File: src/design/pedtf_pkg.sv
package pedtf_pkg;

   localparam int NUM_ELEMENTS = 1024;
   localparam int TIME_BITS    = 48;

   localparam int ELEM_BITS    = (NUM_ELEMENTS > 1) ? $clog2(NUM_ELEMENTS) : 1;
   localparam int ELEMENT_W    = 10;
   localparam int PULSE_TIME_W = 48;
   localparam int RUN_W        = 16;
   localparam int DEAD_TIME_W  = 32;
   localparam int BUF_SIZE_W   = 8;
   localparam int CSR_INDEX_W  = 8;
   localparam int CSR_DATA_W   = 32;
   localparam int SUM_W        = ((TIME_BITS > DEAD_TIME_W) ? TIME_BITS : DEAD_TIME_W) + 1;

   typedef logic [TIME_BITS-1:0]  time_type;
   typedef logic [BUF_SIZE_W-1:0] count_type;
   typedef logic [ELEM_BITS-1:0]  elem_index_type;

   localparam time_type TIME_MAX = '1;

   typedef struct packed {
      time_type  rebirth;
      count_type count;
   } entry_type;

   typedef enum logic [2:0] {
      ST_IDLE,
      ST_CLEAR,
      ST_READ,
      ST_EVAL,
      ST_WRITE
   } state_type;

   typedef enum logic [CSR_INDEX_W-1:0] {
      REG_DEAD_TIME   = 8'd0,
      REG_PARALYSABLE = 8'd1,
      REG_BUFFER_SIZE = 8'd2,
      REG_BUFFER_MODE = 8'd3
   } csr_index_type;

   typedef struct packed {
      logic capture;
      logic clear_step;
      logic read;
      logic eval;
      logic write;
   } cmd_type;

   typedef struct packed {
      logic run_new;
      logic clear_last;
      logic rsp_stall;
   } status_type;

endpackage

File: src/design/pedtf_ctrl.sv
module pedtf_ctrl (
   input  logic                  clock,
   input  logic                  reset,
   input  logic                  req_valid,
   output logic                  req_ready,
   input  pedtf_pkg::status_type status,
   output pedtf_pkg::cmd_type    cmd
);
   import pedtf_pkg::*;

   state_type state_ff;
   state_type state_in;

   always_ff @(posedge clock) begin
      if (reset) begin
         state_ff <= ST_IDLE;
      end else begin
         state_ff <= state_in;
      end
   end

   always_comb begin
      state_in  = state_ff;
      cmd       = '0;
      req_ready = 1'b0;
      unique case (state_ff)
         ST_IDLE: begin
            req_ready = 1'b1;
            if (req_valid) begin
               cmd.capture = 1'b1;
               state_in    = status.run_new ? ST_CLEAR : ST_READ;
            end
         end
         ST_CLEAR: begin
            cmd.clear_step = 1'b1;
            if (status.clear_last) begin
               state_in = ST_READ;
            end
         end
         ST_READ: begin
            cmd.read = 1'b1;
            state_in = ST_EVAL;
         end
         ST_EVAL: begin
            cmd.eval = 1'b1;
            state_in = ST_WRITE;
         end
         ST_WRITE: begin
            if (!status.rsp_stall) begin
               cmd.write = 1'b1;
               state_in  = ST_IDLE;
            end
         end
         default: begin
            state_in = ST_IDLE;
         end
      endcase
   end

endmodule

File: config.mk
export PLATFORM = sky130hd
export DESIGN_NAME = pedtf_ctrl
export DESIGN_NICKNAME = d
export VERILOG_FILES = /design/src/design/pedtf_pkg.sv /design/src/design/pedtf_ctrl.sv
export SDC_FILE = /design/constraint.sdc
export NUM_CORES = 1
export LEC_CHECK = 0
export CAP_MARGIN = 20
export CORE_AREA = 2 2 39 41
export DETAILED_ROUTE_END_ITERATION = 10
export DIE_AREA = 0 0 41 43
export DONT_BUFFER_PORTS = 1
export GPL_TIMING_DRIVEN = 0
export HOLD_SLACK_MARGIN = 0.08
export PLACE_DENSITY_LB_ADDON = 0.3
export SLEW_MARGIN = 0
export SYNTH_ARGS = -nofsm -noshare
export SYNTH_HDL_FRONTEND = slang
export SYNTH_SLANG_ARGS = --single-unit
File: constraint.sdc
create_clock -name clock -period 1.2 [get_ports clock]
set_input_delay 0.24 -clock clock [delete_from_list [all_inputs] [get_ports clock]]
set_output_delay 0.24 -clock clock [all_outputs]
set_load 0.1 [all_outputs]
==> metrics.cfg <==
[outcome]
outcome=complete, but fails checks
violations=negative setup slack

[setup_path]
path_class=reg -> out
crit_arrival_ns=1.91
cp_top_family=simple AND/OR/NAND/NOR gates
critPathMaxStageDelay_ns=0.78
critical_path.cell_chain=nor3_4 -> and2_4
critPathCaptureType=primary output
r2r-end=state_ff[1]$_SDFFE_PP0P_
crit_buf_inv=0
ff2ff_path_depth=3
critPathSlowestCell=nor3_4
r2r_start=state_ff[2]$_SDFFE_PP0P_
cp.required_ns=0.96
critPathLaunchType=flop
reg2reg_slack_ns=0.04
crit_fanout=9

[place]
routabilityCongestion=0.751
dp_hpwl_um=439
io_buffer_count=0
placed_cells=44

[finish]
fillers=151
largest_reg_flops=3
nets=42
drive_gt1_frac=0.657
areaGrowthSynthToFinish_pct=79.6
final_cells=51
multi_input_area_sq_um=224
top_register=state_ff
regArea_sq_um=68.8
reg_top3=state_ff x3
antenna_cells=0

[sta]
fin_ws_ns=-0.953
setup_violations=6
maxSlewHeadroom=0.306
finalMaxSlewViolations=0
whs_ns=0.171
timing.final.hold_violations=0
tightest_slew_ns=1.04
min_period_ns=2.15
rsz0062_at_grt=yes
max_freq_ghz=0.465
min_period_over_period=1.79
fin_skew_ns=0.00404

[pwr]
total_power_mw=0.896
power.leakage_nw=0.146
power_density_nw_per_um2=2200
p_comb_frac=0.604
switching_share=0.546
switchingPower_mw=0.489
p_clk_frac=0.204
ir_drop_uv=693
p_int_mw=0.406
pwr-share-seq=0.193

[route]
via_count=238
wl_um=720
vias_per_cell=4.67
routedWlPerCell_um=14.1
drtPass1Iterations=1
drt_iter0_drc=0
antenna_left=0
drc_errors=0

[worst_hold_path]
hold_depth=2
hold_path_class=in -> reg
hold_end=state_ff[0]$_SDFFE_PP0P_
hp-start=status[2]

[global_route]
grt_pass1_vias=253
grt_usage=0.108
grt_max_degree=10
antenna_found_initial=0
overflow=0
grt_pass1_wl_mm=1.20

[floorplanning]
die_area_sq_um=1760
die_width_um=41
initial_utilization=0.164
rows=14
ios=12
die_h_um=43
core_sq_um=1380

[clock_tree]
numCtsBuffers=3
clk_pin_slew_ns=0.04
cts_tree=done
cts.sinks=3
cts_max_level=1
clockRootBuffer=clkbuf_4
clk_path_buf_depth=2
clk_latency_ns=0.23

[synth]
ys.flop_type=dfxtp_1
synth_seq_cells=3
syn_nets=34
synth_top_family_by_area=simple AND/OR/NAND/NOR gates
synth-compound-area-share=0.188
synth_cells=28
ys_types=18
synth_largest_area_cell=dfxtp_1
yosys-mux-area-fraction=0.0442
synthTopCellsByArea=dfxtp_1 (27%), nand2b_1 (11%), nand3b_1 (6.6%), and2_1 (5.5%), and3b_2 (4.4%)
yosys.area_share.adder=0
async_flop_share=0
synth.most_common_cell=nand2b_1
yosysSeqAreaShare=0.265
synth_top_cells_by_count=nand2b_1 (4), dfxtp_1 (3)
synth_area_sq_um=226
synthXorXnorAreaFrac=0
synth_area_per_cell_sq_um=8.09
synth-edff-count=0
synth-simple-area-share=0.425
synth_top_area_share=0.265
ys.warnings.count=0

[job]
maxCapViolCount=0

[cells in the final DEF (no fill, tap or decap), drive strengths merged]
master / count
nand3: 1
mux2i: 1
buf: 5
a221oi: 1
dlygate4sd3: 1
nor2: 2
a2111oi: 1
nand2: 1
and3b: 1
a211o: 1
and2: 2
dfxtp: 3
nand2b: 4
clkbuf: 4
o21a: 1
nand3b: 2
nor3: 2
nor3b: 1
a311oi: 1
[per-stage QoR]
stage	worst slack, ns	utilization	area (sq um)	setup TNS [ns]
final	-0.953	0.294	407	-3.12
after CTS	-1.02	0.301	417	-3.58
after floorplan	-0.797	-	279	-2.16
after detailed placement	-0.829	0.221	305	-2.04
after global routing	-0.989	0.294	407	-3.39
after global placement	-0.827	0.216	299	-2.35
[repair_timing]
| action | 4_1_cts | 5_1_grt |
|---|---|---|
| hold buffers | 1 | 0 |
| pin swaps | 5 | 4 |
| setup endpoints to repair | 8 | 9 |
| setup buffers | 4 | 0 |
| hold endpoints to repair | 3 | 0 |
| gates resized for setup | 13 | 4 |
[layout make-up]
| cell class | count | share of cell area |
|---|---|---|
| Clock buffer | 4 | 0.0646 |
| Multi-Input combinational cell | 22 | 0.551 |
| Tap cell | 16 | 0.0492 |
| Buffer | 1 | 0.0492 |
| Timing Repair Buffer | 5 | 0.117 |
| Sequential cell | 3 | 0.169 |
[power groups by stage]
stage	logic (mW)	clock network (mW)	registers (mW)
2_1_floorplan	0.447	0	0.145
3_3_place_gp	0.467	0	0.150
3_5_place_dp	0.479	0	0.152
4_1_cts	0.573	0.196	0.157
5_1_grt	0.563	0.205	0.178
6_report	0.541	0.182	0.173
[cell families (layout without fill, tap and decap cells)]
logic type,count (synthesis),in the layout
AND/OR/NAND/NOR,16,16
buffers and inverters,3,10
multiplexers,1,1
flip-flops,3,3
AO/OA/AOI/OAI,5,5
[layer usage]
| metal | up-vias | wire, um | track usage |
|---|---|---|---|
| met5 | - | 0 | 0 |
| met2 | 5 | 413 | 0.134 |
| li1 | 119 | - | - |
| met4 | 0 | 0 | 0.120 |
| met3 | 0 | 20 | 0.0366 |
| met1 | 114 | 286 | 0.126 |
[how the worst max path moves through the flow]
stage          cells after the start      to                      from  slack (ns)
3_5_place_dp                       3  cmd[4]  state_ff[0]$_SDFFE_PP0P_       -0.83
4_1_cts                            3  cmd[4]  state_ff[0]$_SDFFE_PP0P_       -1.02
3_3_place_gp                       3  cmd[4]  state_ff[0]$_SDFFE_PP0P_       -0.83
5_1_grt                            2  cmd[4]  state_ff[2]$_SDFFE_PP0P_       -0.99
2_1_floorplan                      3  cmd[4]  state_ff[0]$_SDFFE_PP0P_       -0.80
6_report                           2  cmd[4]  state_ff[2]$_SDFFE_PP0P_       -0.95
Power figures use the tool's default switching activity.
